### config.mk
export PLATFORM = sky130hd
export DESIGN_NAME = c3cf_queue
export DESIGN_NICKNAME = d
export VERILOG_FILES = /design/src/design/c3cf_queue.sv
export SDC_FILE = /design/constraint.sdc
export NUM_CORES = 1
export LEC_CHECK = 0
export BUFFER_PORTS_ARGS = -buffer_cell sky130_fd_sc_hd__buf_2
export CORE_ASPECT_RATIO = 0.9
export CORE_MARGIN = 2
export CORE_UTILIZATION = 55
export DETAILED_ROUTE_END_ITERATION = 8
export PLACE_DENSITY = 0.77
export SKIP_LAST_GASP = 1
export SYNTH_ARGS = -nofsm -noshare
export SYNTH_HDL_FRONTEND = slang
export SYNTH_SLANG_ARGS = --single-unit
### constraint.sdc
create_clock -name clk -period 2.6 [get_ports clk]
set_clock_uncertainty 0.1 [all_clocks]
set_input_delay 0.39 -clock clk [delete_from_list [all_inputs] [get_ports clk]]
set_output_delay 0.39 -clock clk [all_outputs]
set_load 0.02 [all_outputs]
### src/design/c3cf_queue.sv
`default_nettype none

module c3cf_queue #(
  parameter int unsigned WIDTH = 8,
  parameter int unsigned DEPTH = 4
) (
  input  logic             clk,
  input  logic             rst,
  input  logic             push,
  input  logic [WIDTH-1:0] push_data,
  output logic             full,
  input  logic             pop,
  output logic             empty,
  output logic [WIDTH-1:0] pop_data
);

  localparam int unsigned AW = (DEPTH > 1) ? $clog2(DEPTH) : 1;
  localparam int unsigned CW = $clog2(DEPTH + 1);

  logic [WIDTH-1:0] slots [DEPTH];
  logic [AW-1:0]    wr_ptr;
  logic [AW-1:0]    rd_ptr;
  logic [CW-1:0]    count;
  logic             do_push;
  logic             do_pop;

  assign full     = (count == CW'(DEPTH));
  assign empty    = (count == '0);
  assign do_push  = push && !full;
  assign do_pop   = pop && !empty;
  assign pop_data = slots[rd_ptr];

  always_ff @(posedge clk) begin
    if (do_push) begin
      slots[wr_ptr] <= push_data;
    end
  end

  always_ff @(posedge clk) begin
    if (rst) begin
      wr_ptr <= '0;
      rd_ptr <= '0;
      count  <= '0;
    end else begin
      if (do_push) begin
        wr_ptr <= (wr_ptr == AW'(DEPTH - 1)) ? '0 : wr_ptr + 1'b1;
      end
      if (do_pop) begin
        rd_ptr <= (rd_ptr == AW'(DEPTH - 1)) ? '0 : rd_ptr + 1'b1;
      end
      count <= count + CW'(do_push) - CW'(do_pop);
    end
  end

endmodule

`default_nettype wire

---- After elaboration in Yosys (flattened, before gate mapping) ----
Memories as Yosys holds them, arrays and structs flattened. A register that Yosys moved wholly into a read port is not among the register bits.
Cells that the tools add are included.
storage, ports and cells
  memories ................................ 1
  memory bits (writable) .................. 32
  flip-flop bits (word level) ............. 7
memories
  memory  words  width  read ports  clocked after Yosys merged registers in  write ports  RTL line  RTL
  slots   4      8      1           1                                        1            20        logic [WIDTH-1:0] slots [DEPTH];
cells by class
  reduce and logical (&&, ||, !) cells .... 5
  equality and inequality tests ........... 3
  mux-type cells .......................... 6
  add/subtract/negate cells ............... 4
operator list
  kind                   count
  $mux W2                4
  $add A2 B1 Y2 const B  2
  $eq A2 B2 Y1 const B   2
  $add A3 B1 Y3          1
  $eq A3 B3 Y1 const B   1
  $logic_not A3 Y1       1
  $sub A3 B1 Y3          1
  $logic_and A1 B1 Y1    2
  $logic_not A1 Y1       2
  $mux W1                2

---- Longest topological paths before layout ----
  depth in word-level cells ............... 5
  depth in mapped cells ................... 11
  depth with buffers taken out ............ 10

---- Worst setup path after synthesis ----
OpenSTA, ideal clock, no wires.
  kind .................................... register to register
  start ................................... reg count[2]
  end ..................................... reg count[2]
  arrival time ............................ 2.071 ns
  path buffers ............................ 1
  cell stages (with the launch flop) ...... 12
  period minus slack after synthesis ...... 2.286 ns
  path slack .............................. 0.314 ns
  cell sequence ........................... dfxtp_1 -> or3b_1 -> buf_6 -> and2_4 -> inv_1 -> ha_1 -> inv_1 -> ha_1 -> fa_1 -> xnor2_1 -> xnor2_1 -> nor2_1
on the way
  longest elaborated chain between the ends .. 5
  elaborated cells between the ends (all ways) .. 8
  those cells by class .................... add/sub: 2; eq/ne: 1; reduce/logical: 5
RTL lines
  what                      RTL line  RTL
  start: declaration        23        logic [CW-1:0] count;
  start signal: assignment  51        count <= count + CW'(do_push) - CW'(do_pop);
  $eq A3 B3 Y1              27        assign full = (count == CW'(DEPTH));
  $logic_not A1 Y1          29        assign do_push = push && !full;
  $logic_and A1 B1 Y1       29
  $add A3 B1 Y3             51
  $sub A3 B1 Y3 *           51
Mark *: on every way between the ends. The rest lies on a longest branch, timed or not.
A chain may end at the register's enable or synchronous reset.

---- Worst setup path in the final report ----
Ends and elaborated chain as after synthesis.

==> results.md <==
| Metric | Value | Unit |
|---|---|---|
| Result of the run | finished clean | - |
| H-tree lvl count | 2 | - |
| Critical Path Slowest Stage Cell | dfxtp_1 | - |
| Worst IR Drop VDD | 0.592 | mV |
| Total of warnings raised by yosys | 0 | - |
| Max Freq | 428 | MHz |
| Row count | 18 | - |
| Largest fanout on the critical path | 4 | - |
| Remaining max-slew budget at the tightest pin | 0.643 | - |
| Syn Nets | 112 | - |
| Maximum clock path buffer count | 2 | - |
| Number of antenna violations at the first check in global routing | 0 | - |
| Num CTS Buffers | 5 | - |
| Worst Setup Path Type | flip-flop to flip-flop | - |
| Total power divided by cell area | 927 | nW/µm² |
| Number of antenna-violating nets in the routed design | 0 | - |
| Setup slack, reg-to-reg | 0.26 | ns |
| FF-to-FF End | count[2] | - |
| Detailed Place HPWL | 1740 | µm |
| Min-delay worst type | primary input to flip-flop | - |
| Most common cell after layout, fill and taps aside | edfxtp_1 | - |
| Total Routing Usage GR | 0.168 | - |
| TritonCTS clock tree | built | - |
| Number of sinks handled by clock tree synthesis | 41 | - |
| Post-route cell area | 1870 | µm² |
| Post-CTS Hold Fix Bufs | 0 | - |
| Post-Syn Area per Cell | 17.8 | µm² |
| Arrival time worst endpoint | 2.48 | ns |
| Layout-stage area growth over the synthesis result | 14.0 | % |
| Sequential fraction of the synthesis area | 0.697 | - |
| Element type at the critical path start | flip-flop | - |
| Global route total overflow | 0 | - |
| Final number of setup-violating endpoints | 0 | - |
| Endpoint of the most critical setup path | count[2] | - |
| Average wire per cell in the routed design | 15.7 | µm |
| Pins over their slew limit | 0 | - |
| Final hold violation count | 0 | - |
| Endpoint kind of the worst setup timing path | flip-flop | - |
| Max-cap violations | 0 | - |
| Chip height | 55.8 | µm |
| Number of primary I/O pins | 22 | - |
| Most frequent cells in the layout | edfxtp_1 (32), buf_2 (21), dfxtp_1 (9) | - |
| Remaining routing DRC violations | 0 | - |
| Slew at the pin closest to its max-slew limit | 0.534 | ns |
| Startpoint of the worst-slack reg-to-reg timing path | count[2] | - |
| Initial core utilization | 0.586 | - |
| Chip width | 61.5 | µm |
| Period minus WS final | 2.34 | ns |
| Placeable Area | 2790 | µm² |
| 1st-iter DRT viols | 24 | - |
| Leakage power figure | 0.710 | nW |
| Required time of the critical path | 2.74 | ns |
| Number of vias after detailed routing | 826 | - |
| Source-to-sink clock delay at the later pin of the worst-skew pair | 0.34 | ns |
| Total stage count of the critical path | 10 | - |
| Placer congestion estimate | 0.713 | - |
| Post-synth cell types | 25 | - |
| Number of antenna repair diodes | 0 | - |
| Vias per std cell | 5.16 | - |
| Yosys reg bits | 41 | - |
| Fraction of layout cells with a size suffix above 1 | 0.342 | - |
| Clock root buffer | clkbuf_4 | - |
| Final TNS setup | 0 | ns |
| Vias in the first global route | 825 | - |
| Count of cells along the worst register-to-register path | 10 | - |
| Post-Route WL | 2510 | µm |
| Total power of the final layout | 1.73 | mW |
| Slowest cell delay on critical path | 0.40 | ns |
| Setup bufs post-CTS | 0 | - |
| Wire length of the first global-routing pass | 3960 | µm |
| Clock edge transition at the registers on the reported setup and hold paths | 0.12 | ns |
| DIE AREA | 3430 | µm² |
| Netlist Area Pre-Place | 1640 | µm² |
| Critical Path Source | count[2] | - |
| Post-cts repair resize count | 0 | - |
| Number of input and output port buffers inserted | 21 | - |
| Crit share post-route | 0.899 | - |
| Cells after synthesis | 92 | - |
| Net count reported at finish | 139 | - |
| Number of buffers and inverters on the critical path | 2 | - |
| Post-Place Cell Area | 1790 | µm² |
| Critical path, cell by cell | or3b_1 -> and2_4 -> inv_1 -> ha_1 -> inv_1 -> ha_1 -> fa_1 -> xnor2_1 -> xnor2_1 -> nor2_1 | - |
| Maximum number of pins on one net before global-route repair | 14 | - |
| Cell family with most CP delay | adder cells | - |
| DR pass1 iterations | 4 | - |
| RSZ-0062 raised after global routing | false | - |
[report_power, final]
part	internal [mW]	switching (mW)	total, mW
combinational	0.221	0.246	0.467
sequential	0.798	0.0704	0.869
clock	0.199	0.196	0.395
total	1.22	0.512	1.73
[synth_stat cells (all sizes together)]
master	instances	share of area
nor2	2	0.0046
edfxtp	32	0.59
and3	4	0.016
nand2	1	0.0023
mux2i	1	0.0061
fa	1	0.012
buf	3	0.012
ha	7	0.053
inv	8	0.018
nor2b	2	0.0076
xnor2	2	0.011
and2	1	0.0053
a21o	1	0.0046
mux4	8	0.11
nand3	2	0.0061
or3b	1	0.0053
a21oi	2	0.0061
o31ai	2	0.012
dfxtp	9	0.11
nor3	2	0.0061
or3	1	0.0038
[through the flow]
stage                      util  worst slack (ns)  instances  hold slack (ns)
after CTS                 0.668             0.243        160            0.148
after global placement    0.640             0.375        152            0.380
after global routing      0.668             0.156        160            0.116
final                     0.668             0.262        160            0.154
after floorplan               -             0.314         92            0.356
after detailed placement  0.640             0.268        152            0.390
[worst min-delay path by stage]
stage / start / endpoint / slack, ns / depth (start not counted)
6_report: push_data[5] / slots[0][5] / 0.15 / 1
5_1_grt: push_data[5] / slots[0][5] / 0.12 / 1
4_1_cts: push_data[5] / slots[0][5] / 0.15 / 1
3_5_place_dp: rd_ptr[0] / flip-flop / 0.39 / 2
3_3_place_gp: rd_ptr[0] / rd_ptr[0] / 0.38 / 2
2_1_floorplan: rd_ptr[0] / flip-flop / 0.36 / 2
[sequential cells by signal, summed over array words and instances (netlist names), named ones only]
register / flops
count: 3
wr_ptr: 2
rd_ptr: 2
slots: 32
[area by class of cell]
cell class	count	area, µm²
Sequential cell	41	1140
Fill cell	209	926
Multi-Input combinational cell	40	447
Timing Repair Buffer	23	120
Tap cell	40	50.0
Clock inverter	3	41.3
Clock buffer	5	37.5
Inverter	8	30.0
[layer usage]
metal / track usage / share of wire / wire (µm)
met1: 0.228 / 0.45 / 1140
met2: 0.248 / 0.49 / 1230
met3: 0.0512 / 0.038 / 96
met4: 0.0729 / 0.018 / 45
met5: 0 / 0 / 0
[logic make-up (layout without fill, tap and decap cells)]
logic type,after synthesis,after routing,share of synthesized area
AO/OA/AOI/OAI,5,5,0.0229
multiplexers,9,9,0.116
AND/OR/NAND/NOR,16,16,0.0573
buffers and inverters,11,39,0.0306
XOR/XNOR,2,2,0.0107
flip-flops,41,41,0.697
adder cells (fa/ha/maj),8,8,0.0657
[worst reg2reg max path: cells and delay by family (launching register included)]
family / cells / cell delay (ns)
buf+inv: 2 / 0.09
xor+xnor: 2 / 0.36
flops: 1 / 0.40
fa+ha+maj: 3 / 0.68
simple gates: 3 / 0.61
No activity file was read; power rests on OpenSTA's default activity.
