**config.mk**
```make
export PLATFORM = sky130hd
export DESIGN_NAME = c3cf_front_flat
export DESIGN_NICKNAME = d
export VERILOG_FILES = /design/src/design/c3cf_pkg.sv /design/src/design/c3cf_ifs.sv /design/src/design/c3cf_front.sv /design/src/flat_wrapper.sv
export SDC_FILE = /design/constraint.sdc
export NUM_CORES = 1
export LEC_CHECK = 0
export ABC_AREA = 1
export BUFFER_PORTS_ARGS = -buffer_cell sky130_fd_sc_hd__buf_2
export CAP_MARGIN = 20
export CORE_MARGIN = 2
export CORE_UTILIZATION = 50
export CTS_CLUSTER_DIAMETER = 100
export CTS_CLUSTER_SIZE = 24
export DETAILED_ROUTE_END_ITERATION = 16
export HOLD_SLACK_MARGIN = 0.08
export PLACE_DENSITY = 0.76
export SLEW_MARGIN = 20
export SYNTH_ARGS = -nofsm -noshare
export SYNTH_HDL_FRONTEND = slang
export SYNTH_SLANG_ARGS = --single-unit
export TNS_END_PERCENT = 50
```
**constraint.sdc**
```tcl
create_clock -name clk -period 5.9 [get_ports clk]
set_clock_uncertainty 0.2 [all_clocks]
set_input_delay 0.295 -clock clk [delete_from_list [all_inputs] [get_ports clk]]
set_output_delay 0.295 -clock clk [all_outputs]
set_load 0.1 [all_outputs]
```
**src/design/c3cf_pkg.sv**
```systemverilog
`default_nettype none

package c3cf_pkg;

  localparam int unsigned PIX_W       = 8;
  localparam int unsigned CFG_INDEX_W = 3;
  localparam int unsigned CFG_DATA_W  = 24;
  localparam int unsigned KROW_W      = 24;
  localparam int unsigned HEIGHT_W    = 11;
  localparam int unsigned WIDTH_W     = 16;
  localparam int unsigned COL_W       = WIDTH_W + 1;

  localparam logic [PIX_W-1:0]    PIX_MAX        = 8'd255;
  localparam logic [KROW_W-1:0]   KROW_MID_RESET = 24'h010000;
  localparam logic [HEIGHT_W-1:0] HEIGHT_RESET   = 11'd1024;
  localparam logic [WIDTH_W-1:0]  WIDTH_RESET    = 16'd1024;

  localparam logic CMD_PUSH  = 1'b0;
  localparam logic CMD_DRAIN = 1'b1;

  typedef enum logic [CFG_INDEX_W-1:0] {
    REG_KERNEL_TOP = 3'd0,
    REG_KERNEL_MID = 3'd1,
    REG_KERNEL_BOT = 3'd2,
    REG_HEIGHT     = 3'd3,
    REG_WIDTH      = 3'd4
  } reg_index_t;

  typedef enum logic [1:0] {
    OP_SHIFT     = 2'd0,
    OP_EMIT      = 2'd1,
    OP_EMIT_LAST = 2'd2,
    OP_CLEAR     = 2'd3
  } op_t;

  typedef struct packed {
    logic [KROW_W-1:0]   kernel_top;
    logic [KROW_W-1:0]   kernel_mid;
    logic [KROW_W-1:0]   kernel_bot;
    logic [HEIGHT_W-1:0] height;
    logic [WIDTH_W-1:0]  width;
  } cfg_t;

  typedef struct packed {
    op_t              op;
    logic             interior;
    logic [PIX_W-1:0] pixel;
  } item_t;

endpackage

`default_nettype wire

```
**src/design/c3cf_ifs.sv**
```systemverilog
`default_nettype none

interface c3cf_pix_if;
  logic                         valid;
  logic                         ready;
  logic                         cmd;
  logic [c3cf_pkg::PIX_W-1:0]   pixel_in;
  modport source (output valid, output cmd, output pixel_in, input ready);
  modport sink (input valid, input cmd, input pixel_in, output ready);
endinterface


`default_nettype wire

```
**src/design/c3cf_front.sv**
```systemverilog
`default_nettype none

module c3cf_front #(
  parameter int unsigned MAX_HEIGHT = 1024
) (
  input  logic                          clk,
  input  logic                          rst,
  c3cf_pix_if.sink                      pix,
  input  c3cf_pkg::cfg_t                cfg,
  input  logic                          q_full,
  output logic                          push,
  output c3cf_pkg::item_t               item,
  output logic [$clog2(MAX_HEIGHT)-1:0] addr
);

  localparam int unsigned RW = $clog2(MAX_HEIGHT);
  localparam int unsigned XW = $clog2(MAX_HEIGHT + 2) + 1;
  localparam int unsigned EW = (XW > c3cf_pkg::HEIGHT_W) ? XW : c3cf_pkg::HEIGHT_W;
  localparam int unsigned CW = c3cf_pkg::COL_W;

  logic [RW-1:0] row;
  logic [RW-1:0] row_next;
  logic [CW-1:0] col;
  logic [CW-1:0] col_next;
  logic [XW-1:0] pending;
  logic [XW-1:0] pending_next;

  logic [EW-1:0] h_raw;
  logic [XW-1:0] h_eff;
  logic [CW-1:0] w_eff;
  logic [XW-1:0] row_x;
  logic          accept;
  logic          done;
  logic          emit;
  logic          wrap;
  logic          interior;
  logic          advance;
  logic          restart;

  assign pix.ready = !q_full;
  assign accept    = pix.valid && !q_full;
  assign addr      = row;

  always_comb begin
    h_raw = EW'(cfg.height);
    if (cfg.height == '0) begin
      h_eff = XW'(1);
    end else if (h_raw > EW'(MAX_HEIGHT)) begin
      h_eff = XW'(MAX_HEIGHT);
    end else begin
      h_eff = XW'(h_raw);
    end
    w_eff    = (cfg.width == '0) ? CW'(1) : CW'(cfg.width);
    row_x    = XW'(row);
    done     = (col >= w_eff);
    emit     = (pending >= h_eff + XW'(1));
    wrap     = (row_x + XW'(1) >= h_eff);
    interior = (row_x >= XW'(2)) && (col >= CW'(2)) && (col < w_eff) && (row_x < h_eff);
  end

  always_comb begin
    row_next      = row;
    col_next      = col;
    pending_next  = pending;
    push          = 1'b0;
    advance       = 1'b0;
    restart       = 1'b0;
    item.op       = c3cf_pkg::OP_SHIFT;
    item.interior = interior;
    item.pixel    = pix.pixel_in;
    if (accept) begin
      if (!done) begin
        if (pix.cmd == c3cf_pkg::CMD_PUSH) begin
          push    = 1'b1;
          advance = 1'b1;
          if (emit) begin
            item.op = c3cf_pkg::OP_EMIT;
          end else begin
            pending_next = pending + XW'(1);
          end
        end
      end else if (pending == '0) begin
        push    = 1'b1;
        restart = 1'b1;
        item.op = c3cf_pkg::OP_CLEAR;
      end else begin
        push       = 1'b1;
        advance    = 1'b1;
        item.pixel = '0;
        if (pending == XW'(1)) begin
          item.op = c3cf_pkg::OP_EMIT_LAST;
          restart = 1'b1;
        end else begin
          item.op      = c3cf_pkg::OP_EMIT;
          pending_next = pending - XW'(1);
        end
      end
    end
    if (advance) begin
      if (wrap) begin
        row_next = '0;
        col_next = col + CW'(1);
      end else begin
        row_next = row + RW'(1);
      end
    end
    if (restart) begin
      row_next     = '0;
      col_next     = '0;
      pending_next = '0;
    end
  end

  always_ff @(posedge clk) begin
    if (rst) begin
      row     <= '0;
      col     <= '0;
      pending <= '0;
    end else begin
      row     <= row_next;
      col     <= col_next;
      pending <= pending_next;
    end
  end

endmodule

`default_nettype wire

```
**src/flat_wrapper.sv**
```systemverilog
// flat-port wrapper written by rule: the top's interface ports become plain ports
module c3cf_front_flat 
#(
  parameter int unsigned MAX_HEIGHT = 1024
)
  (clk, rst, cfg, q_full, push, item, addr, pix_valid, pix_cmd, pix_pixel_in, pix_ready);
  c3cf_pix_if pix_i ();
  input  logic clk;
  input  logic rst;
  input  c3cf_pkg::cfg_t cfg;
  input  logic q_full;
  output logic push;
  output c3cf_pkg::item_t item;
  output logic [$clog2(MAX_HEIGHT)-1:0] addr;
  input wire logic [$bits(pix_i.valid)-1:0] pix_valid;
  input wire logic [$bits(pix_i.cmd)-1:0] pix_cmd;
  input wire logic [$bits(pix_i.pixel_in)-1:0] pix_pixel_in;
  output wire logic [$bits(pix_i.ready)-1:0] pix_ready;
  assign pix_i.valid = pix_valid;
  assign pix_i.cmd = pix_cmd;
  assign pix_i.pixel_in = pix_pixel_in;
  assign pix_ready = pix_i.ready;
  c3cf_front #(.MAX_HEIGHT(MAX_HEIGHT)) u_core (.clk(clk), .rst(rst), .pix(pix_i), .cfg(cfg), .q_full(q_full), .push(push), .item(item), .addr(addr));
endmodule
```
# After elaboration in Yosys (flattened, before gate mapping)

Cells that the tools add are included.

Register bits after elaboration: 39
Output and inout bits: 23

Reductions and logical operators: 11
$add $sub $neg: 6
Equality and inequality tests: 5
$lt $le $gt $ge: 8
Mux-type cells: 28

Operator list:

| operator                | number |
|---|---|
| $mux W12                | 6 |
| $add A12 B1 Y12 const B | 2 |
| $ge A12 B12 Y1          | 2 |
| $mux W8                 | 3 |
| $add A17 B1 Y17 const B | 1 |
| $ge A17 B17 Y1          | 1 |
| $ge A17 B2 Y1 const B   | 1 |
| $lt A17 B17 Y1          | 1 |
| $logic_not A16 Y1       | 1 |
| $mux W16                | 1 |
| $eq A12 B1 Y1 const B   | 1 |
| $logic_not A12 Y1       | 1 |
| $lt A10 B12 Y1          | 1 |
| $sub A12 B1 Y12 const B | 1 |
| $add A10 B1 Y11 const B | 1 |
| $gt A11 B11 Y1 const B  | 1 |
| $logic_not A11 Y1       | 1 |
| $mux W1                 | 11 |
| $mux W11                | 1 |
| $add A10 B1 Y10 const B | 1 |
| $ge A10 B2 Y1 const B   | 1 |
| $mux W10                | 1 |
| $mux W2                 | 5 |
| $reduce_and A5 Y1       | 1 |
| other kinds (6)         | 11 |

# Logic depth before layout (Yosys ltp)

Gate-level depths: netlist of run 1.

Depth after elaboration: 9
Mapped depth: 25
Mapped depth without buffers: 25

# Worst setup path before layout of run 1

Ideal clock, no wire load.

Path type: input to output
Start point: in cfg[19] (netlist bit)
End point: out item[9] (netlist bit)
Slack: 1.536 ns
Cell stages on the path: 20
Buffers on the path: 0
Data required time: 5.405 ns
Arrival: 3.869 ns
Path through: inv_1 -> nand4_1 -> nor2_1 -> nor2_1 -> inv_1 -> nand2_1 -> inv_1 -> ha_1 -> nand3_1 -> nor2_1 -> xor2_1 -> ha_1 -> nand2_1 -> nor2_1 -> nand2_1 -> nor2_1 -> nand2_1 -> nand4_1 -> nand3_1 -> a21oi_1

RTL lines:

| item               | line               | source |
|---|---|---|
| start: declaration | flat_wrapper.sv:10 | `input c3cf_pkg::cfg_t cfg;` |
| end: declaration   | flat_wrapper.sv:13 | `output c3cf_pkg::item_t item;` |

==> summary.md, run 1 <==
| Metric | Value |
|---|---|
| Crit Path Max Fanout | `7` |
| CTS max path bufs | `2` |
| Row Count | `34` |
| Clock root buffer | `clkbuf_8` |
| Vias | `4727` |
| DRT iter0 DRCs | `186` |
| Port Buffers | `62` |
| Main synth FF type | `dfxtp_1` |
| Syn. warnings | `0` |
| Clock power frac | `27.5%` |
| Post-synth top area share | `17.18%` |
| Synth cell count leaders | `nand2_1, inv_1, nor2_1` |
| Min setup slack post-route | `1.798 ns` |
| Hold_ws | `0.1308 ns` |
| Share of cells above drive strength 1 | `11.99%` |
| Setup Buffers After CTS | `0` |
| H-tree levels | `2` |
| Critical path arrival | `3.61 ns` |
| Pleak | `0.002749 uW` |
| First-pass GRT wire length | `19040 um` |
| Skew-Pair Late Insertion Delay | `0.30 ns` |
| NetSw | `270.6 uW` |
| Pre-Repair DR Iteration Count | `5` |
| Top post-synthesis cells by area | `dfxtp_1, ha_1, nand2_1` |
| Initial antenna violation count | `0` |
| Most numerous cell in the Yosys netlist | `nand2_1` |
| Switching Share | `39.57%` |
| Pin slew with the least headroom to its limit | `0.7231 ns` |
| Total wire length | `10910 um` |
| Placed wire-length estimate | `8710 um` |
| Max Freq | `243.8 MHz` |
| Post-route DRC violation count | `0` |
| ANT cells | `0` |
| CTS Buf Count | `5` |
| Syn Nets | `914` |
| Synth Cell Area | `0.004546 sq mm` |
| Die area | `0.009869 sq mm` |
| Max-Cap Viols | `0` |
| Hold Fails Final Rpt | `0` |
| Placed cell count | `901` |
| Layout Cells excl Fill | `909` |
| Wirelength per Cell | `12.00 um` |
| Post-cts repair resize count | `0` |
| Slew headroom | `51.65%` |
| Power Dens Cells | `137.6 mW/mm^2` |
| Post-Syn Instances | `744` |
| Tmin final | `4.102 ns` |
| Hold Path Class | `in -> reg` |
| Worst slack, placed | `1.844 ns` |
| Sum of negative setup slack | `0 ns` |
| Syn_area_per_cell | `6.110 sq um` |
| Worst setup path category | `in -> out` |
| Synth-to-layout area growth | `9.331%` |
| RSZ-0062 raised after global routing | `false` |
| Internal | `413.2 uW` |
| Vias per cell | `5.200` |
| Core Area | `0.008763 sq mm` |
| Register share of total power | `40.5%` |
| Starting Density | `51.87%` |
| Die X | `99.35 um` |
| Synth unique cells | `36` |
| CTS Sinks | `39` |
| GP Congestion | `0.9129` |
| Worst EP required | `5.41 ns` |
| Crit end category | `output port` |
| Maximum number of pins on one net before global-route repair | `31` |
| Max-slew violations | `0` |
| Worst IR drop on VDD | `0.0001225 V` |
| DRT antenna net count | `0` |
| Sequential area share after synthesis | `17.18%` |
| Combinational fraction of design power | `32.0%` |
| GR Util All Layers | `22.83%` |
| Overall power | `683.8 uW` |
| Fin nets | `970` |
| Outcome | `finished, final reports clean` |
| Total gr overflow | `0` |
| Die Span Y | `99.35 um` |
| EDFF count, synth | `0` |
| Synth area leader | `dfxtp_1` |
| CTS tree | `built` |
| Fraction of registers with async set/reset | `0%` |
| Vias in the first global route | `4443` |
| Hold_buf cts | `0` |
| I/O pins | `135` |
| Final setup viols | `0` |
| Clk slew on worst S/H paths | `0.09 ns` |
| Final worst-path cycle share | `69.53%` |
| FF+latch count, synth | `39` |
| CP Launch Type | `input pin` |
[cell type report]
| cell class | instances | area [sq um] |
|---|---|---|
| well taps | 108 | 135.1 |
| fillers | 879 | 3794 |
| repair buffers | 62 | 310.3 |
| flip-flops and latches | 39 | 780.7 |
| clock buffers | 6 | 72.57 |
| inverters | 140 | 525.5 |
| clock inverters | 2 | 12.51 |
| multi-input cells | 552 | 3133 |
[power groups by stage]
stage | sequential, uW | combinational [uW] | clock (uW)
2_1_floorplan | 306 | 146 | 0
3_3_place_gp | 283 | 212 | 0
3_5_place_dp | 283 | 217 | 0
4_1_cts | 277 | 219 | 192
5_1_grt | 278 | 244 | 205
6_report | 277 | 219 | 188
[worst paths after layout]
path	cells past startpoint	endpoint	slack, ns	start
hold / removal	4	u_core.pending[0]$_SDFFE_PP0P_	0.13	rst
setup reg to reg	13	u_core.addr[0]$_SDFFE_PP0N_	2.15	u_core.addr[2]$_SDFFE_PP0N_
hold reg to reg	2	u_core.pending[0]$_SDFFE_PP0P_	0.33	u_core.pending[0]$_SDFFE_PP0P_
setup / recovery	22	item[9]	1.80	cfg[21]
[cells by family (layout without fill, tap and decap cells)]
kind of cell	after synthesis	after routing	synth area share (%)
AO/OA/AOI/OAI	64	64	7.817
XOR/XNOR	24	24	4.624
adder cells (fa/ha/maj)	58	58	15.96
buffers and inverters	153	210	13.90
flip-flops	39	39	17.18
other	1	1	0.08250
AND/OR/NAND/NOR	405	405	40.43
[cell usage in the layout (no fill, tap or decap), drive strengths merged]
cell      netlist  layout
xor2           22      22
nand3          61      61
nand3b          5       5
a311oi          1       1
a21o            2       2
a41o            1       1
dfxtp          39      39
o21a            1       1
clkinvlp        0       1
clkbuf          0       6
o21ai          29      29
buf            13      62
nand4          16      16
clkinv          0       1
o211ai          1       1
a21oi          27      27
xnor2           2       2
inv           140     140
ha             58      58
nor4            9       9
nor2          103     103
nor3           19      19
and2            1       1
or2             1       1
nand2         190     190
o21bai          2       2
conb            1       1
[sequential cells by signal (all words and copies together) (netlist names)]
name,cells
u_core.col,17
u_core.addr,10
u_core.pending,12
[critical path, stage by stage]
cell	delay [ns]
buf_2	0.10
nor2_1	0.10
nand4_1	0.09
nor2_1	0.14
nor2_1	0.13
inv_1	0.12
nand2_1	0.10
inv_1	0.21
ha_1	0.28
nand3_1	0.14
nor2_1	0.17
xor2_1	0.10
ha_1	0.28
nand2_1	0.05
nor2_1	0.18
nand2_1	0.08
nor2_1	0.09
nand2_1	0.06
nand4_1	0.12
nand3_1	0.16
a21oi_1	0.16
buf_2	0.44
[per-layer routing]
layer	wire, um	share of wire [%]	GRT usage (%)	vias to the layer above
met2	5260	48	40.59	116
met1	4969	46	28.98	2124
met4	142	1.3	5.585	0
met3	539	4.9	3.443	20
li1	-	-	-	2467
met5	0	0	0	-
[per-stage QoR]
stage                     util [%]  cell area [sq um]
after detailed placement     55.74               4885
after global routing         56.71               4970
after floorplan                  -               4546
final                        56.71               4970
after global placement       55.74               4885
after CTS                    56.71               4970
Power figures use the tool's default switching activity.
==> inputs of run 2 (changes only) <==
--- a/config.mk
+++ b/config.mk
@@ -5,7 +5,7 @@
 export SDC_FILE = /design/constraint.sdc
 export NUM_CORES = 1
 export LEC_CHECK = 0
-export ABC_AREA = 1
+export ABC_AREA = 0
 export BUFFER_PORTS_ARGS = -buffer_cell sky130_fd_sc_hd__buf_2
 export CAP_MARGIN = 20
 export CORE_MARGIN = 2
@@ -14,7 +14,7 @@
 export CTS_CLUSTER_SIZE = 24
 export DETAILED_ROUTE_END_ITERATION = 16
 export HOLD_SLACK_MARGIN = 0.08
-export PLACE_DENSITY = 0.76
+export PLACE_DENSITY = 0.78
 export SLEW_MARGIN = 20
 export SYNTH_ARGS = -nofsm -noshare
 export SYNTH_HDL_FRONTEND = slang
==> constraint.sdc (replaced) <==
create_clock -name clk -period 4.1 [get_ports clk]
set_clock_uncertainty 0.2 [all_clocks]
set_input_delay 0.205 -clock clk [delete_from_list [all_inputs] [get_ports clk]]
set_output_delay 0.205 -clock clk [all_outputs]
set_load 0.1 [all_outputs]
==> summary.md, run 2 <==
| Metric | Value |
|---|---|
| Max FFs per register | `17` |
| Final setup viols | `0` |
| EDFF count, synth | `0` |
| Syn Nets | `674` |
| Maximum number of pins on one net before global-route repair | `37` |
| Post-route DRC violation count | `0` |
| Post-Syn Instances | `504` |
| Port Buffers | `62` |
| Total wire length | `9731 um` |
| Share of cells above drive strength 1 | `16.16%` |
| Most numerous cell in the Yosys netlist | `ha_1` |
| Pin slew with the least headroom to its limit | `0.7898 ns` |
| M1 WL | `4611 um` |
| RSZ-0062 raised after global routing | `false` |
| Reg with most FFs | `u_core.col` |
| Die X | `91.69 um` |
| Worst IR drop on VDD | `0.0001160 V` |
| CTS max path bufs | `2` |
| Clock root buffer | `clkbuf_8` |
| Commonest cells after routing, fill and taps aside | `buf_2, ha_1, a21oi_1, nand2_1, dfxtp_1` |
| Tmin final | `3.813 ns` |
| Critical path's slowest cell | `or3_1` |
| Synth-to-layout area growth | `13.96%` |
| CTS Buf Count | `5` |
| Met3 wire length | `666 um` |
| Uppermost routed layer | `met4` |
| Critical path arrival | `3.41 ns` |
| Vias | `3975` |
| DRT iter0 DRCs | `318` |
| Slew headroom | `47.35%` |
| Register area | `784.5 sq um` |
| WP buf/inv | `2` |
| Fillers | `638` |
| Max-slew violations | `0` |
| Multi-input gate area | `0.002853 sq mm` |
| Starting Density | `52.45%` |
| Syn_area_per_cell | `7.629 sq um` |
| Vias in the first global route | `3537` |
| First-pass GRT wire length | `16530 um` |
| Fraction of registers with async set/reset | `0%` |
| Commonest non-fill, non-tap cell in the layout | `buf_2` |
| Overall power | `833.0 uW` |
| Worst EP required | `3.69 ns` |
| Top post-synthesis cells by area | `dfxtp_1, ha_1, a21oi_1` |
| Hold Fails Final Rpt | `0` |
| Synth Cell Area | `0.003845 sq mm` |
| Skew-Pair Late Insertion Delay | `0.29 ns` |
| Delay-heaviest family, CP | `simple AND/OR/NAND/NOR gates` |
| Crit end category | `output port` |
| Crit-path most repeated cell | `or3_1` |
| Pre-Repair DR Iteration Count | `6` |
| GR Util All Layers | `23.45%` |
| Synth unique cells | `54` |
| Die Span Y | `91.69 um` |
| Wirelength per Cell | `14.70 um` |
| CP Launch Type | `input pin` |
| Power Dens Cells | `190.1 mW/mm^2` |
| CP peak stage delay | `0.34 ns` |
| Post-layout util | `59.77%` |
| Main synth FF type | `dfxtp_1` |
| Cell area after layout | `0.004382 sq mm` |
| Final worst-path cycle share | `93.01%` |
| Hold_buf cts | `0` |
| Initial antenna violation count | `0` |
| Max Freq | `262.2 MHz` |
| CTS tree | `built` |
| Met2 routed WL | `4311 um` |
| Syn. warnings | `0` |
| Critical path cell sequence | `buf_2 -> nor4_1 -> nand4_1 -> a21oi_2 -> ha_1 -> nand3_1 -> or3_1 -> xnor2_1 -> nand2_1 -> ha_1 -> nand4_1 -> or3_1 -> o22ai_1 -> o21a_1 -> or3_1 -> o211a_1 -> buf_12` |
| Core Area | `0.007331 sq mm` |
| Synth cell count leaders | `ha_1, a21oi_1, nand2_1` |
| Row Count | `31` |
| Clk slew on worst S/H paths | `0.08 ns` |
| H-tree levels | `2` |
| Vias per cell | `6.005` |
| Pleak | `0.001971 uW` |
| Total gr overflow | `0` |
| I/O pins | `135` |
| Outcome | `finished, final reports clean` |
| GP Congestion | `0.8715` |
| Cell Area, Placed | `0.004290 sq mm` |
| CTS Sinks | `39` |
| Post-synth top area share | `20.31%` |
| Worst setup path category | `in -> out` |
| Die area | `0.008407 sq mm` |
| Fin nets | `733` |
| DRT antenna net count | `0` |
| Synth area leader | `dfxtp_1` |
| Hold Path Class | `in -> reg` |
| Sequential area share after synthesis | `20.31%` |
| Max-Cap Viols | `0` |
| Crit Path Max Fanout | `3` |
| ANT cells | `0` |
| FF+latch count, synth | `39` |
| Placed wire-length estimate | `7558 um` |
[run 2: cell types whose count changed after synthesis, sizes merged, moves of 19 or more]
cell / change
nand2: -140
inv: -106
nor2: -79
nand3: -43
a21oi: +30
or3: +19
[run 2: layer usage]
metal  GRT usage, %  vias up
met5              0        -
met4          6.592        0
met3          2.876       13
met2          37.38      164
met1          33.30     1791
li1               -     2007
[run 2: logic make-up after synthesis]
group / after synthesis / synth area share, %
fa+ha+maj: 58 / 18.87
buf+inv: 53 / 5.857
flops: 39 / 20.31
xor+xnor: 17 / 3.873
simple gates: 198 / 27.86
mux: 6 / 1.725
compound gates: 132 / 21.41
other cells: 1 / 0.09753
[run 2: layout make-up]
class	count	share of cell area, %
clock buffers	6	1.885
clock inverters	1	0.1142
inverters	34	2.913
multi-input cells	412	65.11
flip-flops and latches	39	17.90
well taps	99	2.827
repair buffers	71	9.252
[run 2: path summary, 6_finish.rpt]
path	start	endpoint	slack (ns)	cells past startpoint
max	cfg[17]	item[9]	0.29	17
min	rst	u_core.col[3]$_SDFFE_PP0P_	0.13	4
max reg2reg	u_core.col[10]$_SDFFE_PP0P_	u_core.col[3]$_SDFFE_PP0P_	0.56	8
min reg2reg	u_core.col[0]$_SDFFE_PP0P_	u_core.col[0]$_SDFFE_PP0P_	0.31	2
[run 2: metrics by stage]
step	hold slack, ns	std cells	setup TNS (ns)	setup WS, ns
2_1_floorplan	0.2302	504	-0.4637	-0.4637
3_3_place_gp	0.2872	655	0	0.1411
3_5_place_dp	0.3014	655	0	0.01094
4_1_cts	0.1127	662	0	0.2781
5_1_grt	0.1307	662	0	0.006788
6_report	0.1293	662	0	0.2865
[run 2: timing repair]
item	4_1_cts	5_1_grt
setup buffers	0	0
resized for setup	0	1
endpoints found under the setup margin	0	11
[run 2: worst reg2reg max path: stages (launching register included)]
cell and delay (ns):
dfxtp_1 0.46, ha_1 0.31, a21oi_1 0.23, o211ai_1 0.16, a22oi_1 0.67, a211oi_2 0.21
or2_2 0.59, or4_1 0.59, nand2_1 0.07
[run 2: report_power, final]
group / internal (uW) / total [uW] / switching (uW)
combinational: 59.9 / 185 / 125
clock: 132 / 266 / 134
sequential: 380 / 383 / 2.68
==> inputs of run 3 (changes only) <==
--- a/config.mk
+++ b/config.mk
@@ -15,6 +15,7 @@
 export DETAILED_ROUTE_END_ITERATION = 16
 export HOLD_SLACK_MARGIN = 0.08
 export PLACE_DENSITY = 0.78
+export RECOVER_POWER = 50
 export SLEW_MARGIN = 20
 export SYNTH_ARGS = -nofsm -noshare
 export SYNTH_HDL_FRONTEND = slang
==> summary.md, run 3 (same netlist as run 2, synthesis figures left out) <==
| Metric | Value |
|---|---|
| Clk slew on worst S/H paths | `0.08 ns` |
| End point of the critical path | `u_core.pending[9]$_SDFFE_PP0P_` |
| Tmin final | `3.819 ns` |
| Hold_buf cts | `0` |
| Critical path arrival | `3.84 ns` |
| Vias in the first global route | `3537` |
| R2R depth | `10` |
| Outcome | `finished, final reports clean` |
| CTS Buf Count | `5` |
| Post-route DRC violation count | `0` |
| CTS Sinks | `39` |
| Pleak | `0.001920 uW` |
| CTS max path bufs | `2` |
| Total wire length | `9769 um` |
| Final worst-path cycle share | `93.14%` |
| Starting Density | `52.45%` |
| Worst IR drop on VDD | `0.0001164 V` |
| I/O pins | `135` |
| DRT antenna net count | `0` |
| GR Util All Layers | `23.45%` |
| FF-to-FF Start | `u_core.col[10]$_SDFFE_PP0P_` |
| Die Span Y | `91.69 um` |
| R2R setup slack | `0.41 ns` |
| Fin nets | `733` |
| Power Dens Cells | `191.3 mW/mm^2` |
| Cell area after layout | `0.004364 sq mm` |
| ANT cells | `0` |
| Row Count | `31` |
| Commonest cells after routing, fill and taps aside | `ha_1, a21oi_1, nand2_1, buf_2, dfxtp_1` |
| Min-delay src | `rst` |
| Die area | `0.008407 sq mm` |
| Worst EP required | `4.12 ns` |
| Reg with most FFs | `u_core.col` |
| Pin slew with the least headroom to its limit | `1.168 ns` |
| Vias | `3951` |
| Placed wire-length estimate | `7558 um` |
| CTS tree | `built` |
| Sum of negative setup slack | `0 ns` |
| Vias per cell | `5.968` |
| Max FFs per register | `17` |
| Initial antenna violation count | `0` |
| Core Area | `0.007331 sq mm` |
| H-tree levels | `2` |
| Pre-Repair DR Iteration Count | `5` |
| Placed cell count | `655` |
| Die X | `91.69 um` |
| Crit Path Max Fanout | `22` |
| Worst setup path category | `in -> reg` |
| Hold Fails Final Rpt | `0` |
| Hold Path Class | `in -> reg` |
| Overall power | `834.7 uW` |
| Cell Area, Placed | `0.004290 sq mm` |
| Layout Cells excl Fill | `662` |
| Crit. Startpoint | `cfg[23]` |
| RSZ-0062 raised after global routing | `false` |
| Port Buffers | `62` |
| Commonest non-fill, non-tap cell in the layout | `ha_1` |
| Skew-Pair Late Insertion Delay | `0.30 ns` |
| Fillers | `643` |
| Synth-to-layout area growth | `13.50%` |
| Crit end category | `flip-flop` |
| Max-slew violations | `0` |
| Slew headroom | `22.45%` |
| Worst reg2reg endpoint | `u_core.addr[9]$_SDFFE_PP0N_` |
| Total gr overflow | `0` |
| Maximum number of pins on one net before global-route repair | `37` |
| Share of cells above drive strength 1 | `13.85%` |
| Max-Cap Viols | `0` |
| Max Freq | `261.9 MHz` |
| CP Launch Type | `input pin` |
| Wirelength per Cell | `14.76 um` |
| DRT iter0 DRCs | `320` |
| GP Congestion | `0.8715` |
| Clock root buffer | `clkbuf_8` |
| First-pass GRT wire length | `16530 um` |
| Final setup viols | `0` |
## run 3: cell types whose count changed in the layout (fill, tap and decap cells not counted), sizes merged
cell    change
buf        -13
clkbuf     +13
## run 3: worst min path at each step
stage	end	slack, ns	cells past startpoint
2_1_floorplan	u_core.col[6]$_SDFFE_PP0P_	0.23	3
3_3_place_gp	u_core.pending[11]$_SDFFE_PP0P_	0.29	2
3_5_place_dp	u_core.col[0]$_SDFFE_PP0P_	0.30	2
4_1_cts	u_core.col[3]$_SDFFE_PP0P_	0.11	4
5_1_grt	u_core.col[3]$_SDFFE_PP0P_	0.13	4
6_report	u_core.col[3]$_SDFFE_PP0P_	0.13	4
## run 3: power breakdown
part / internal (uW) / total (uW) / leakage [uW] / switching [uW]
Clock: 132 / 268 / 0.0000470 / 136
Sequential: 380 / 383 / 0.000316 / 2.72
Combinational: 59.2 / 184 / 0.00156 / 125
Total: 571 / 835 / 0.00192 / 263
## run 3: metal layers
layer  GRT usage [%]  up-vias  wire length (um)
met2           37.38      158              4335
met5               0        -                 0
met3           2.876       11               697
met4           6.592        0               126
met1           33.30     1784              4609
li1                -     1998                 -
## run 3: area by class of cell
class                      count  area [sq um]  area share, %
multi-input combinational    412          2853          65.37
sequential                    39         784.5          17.98
timing repair buffer          71         387.9          8.888
inverter                      34         127.6          2.924
tap                           99         123.9          2.838
clock buffer                   6         82.58          1.892
clock inverter                 1         5.005         0.1147
## run 3: critical path: stages
cell,delay [ns]
buf_2,0.12
nor4_1,0.28
nand4_1,0.18
a21oi_2,0.19
ha_1,0.20
nand3_1,0.14
nor4_1,0.43
a31oi_1,0.23
ha_1,0.31
nand2_1,0.09
o21ai_0,0.15
or3_1,0.34
o31a_1,0.28
buf_12,0.16
or3_1,0.35
a21oi_1,0.16
## run 3: per-stage QoR
| step | setup slack, ns | utilization, % | hold slack, ns |
|---|---|---|---|
| after floorplan | -0.4637 | - | 0.2302 |
| after global placement | 0.1411 | 58.53 | 0.2872 |
| after detailed placement | 0.01094 | 58.53 | 0.3014 |
| after CTS | 0.2781 | 59.72 | 0.1127 |
| after global routing | 0.006787 | 59.53 | 0.1307 |
| final | 0.2815 | 59.53 | 0.1278 |
## run 3: what timing repair did
action | 4_1_cts | 5_1_grt
resized for setup | 0 | 1
setup endpoints to repair | 0 | 11
hold endpoints to repair | 0 | 0
setup buffers | 0 | 0
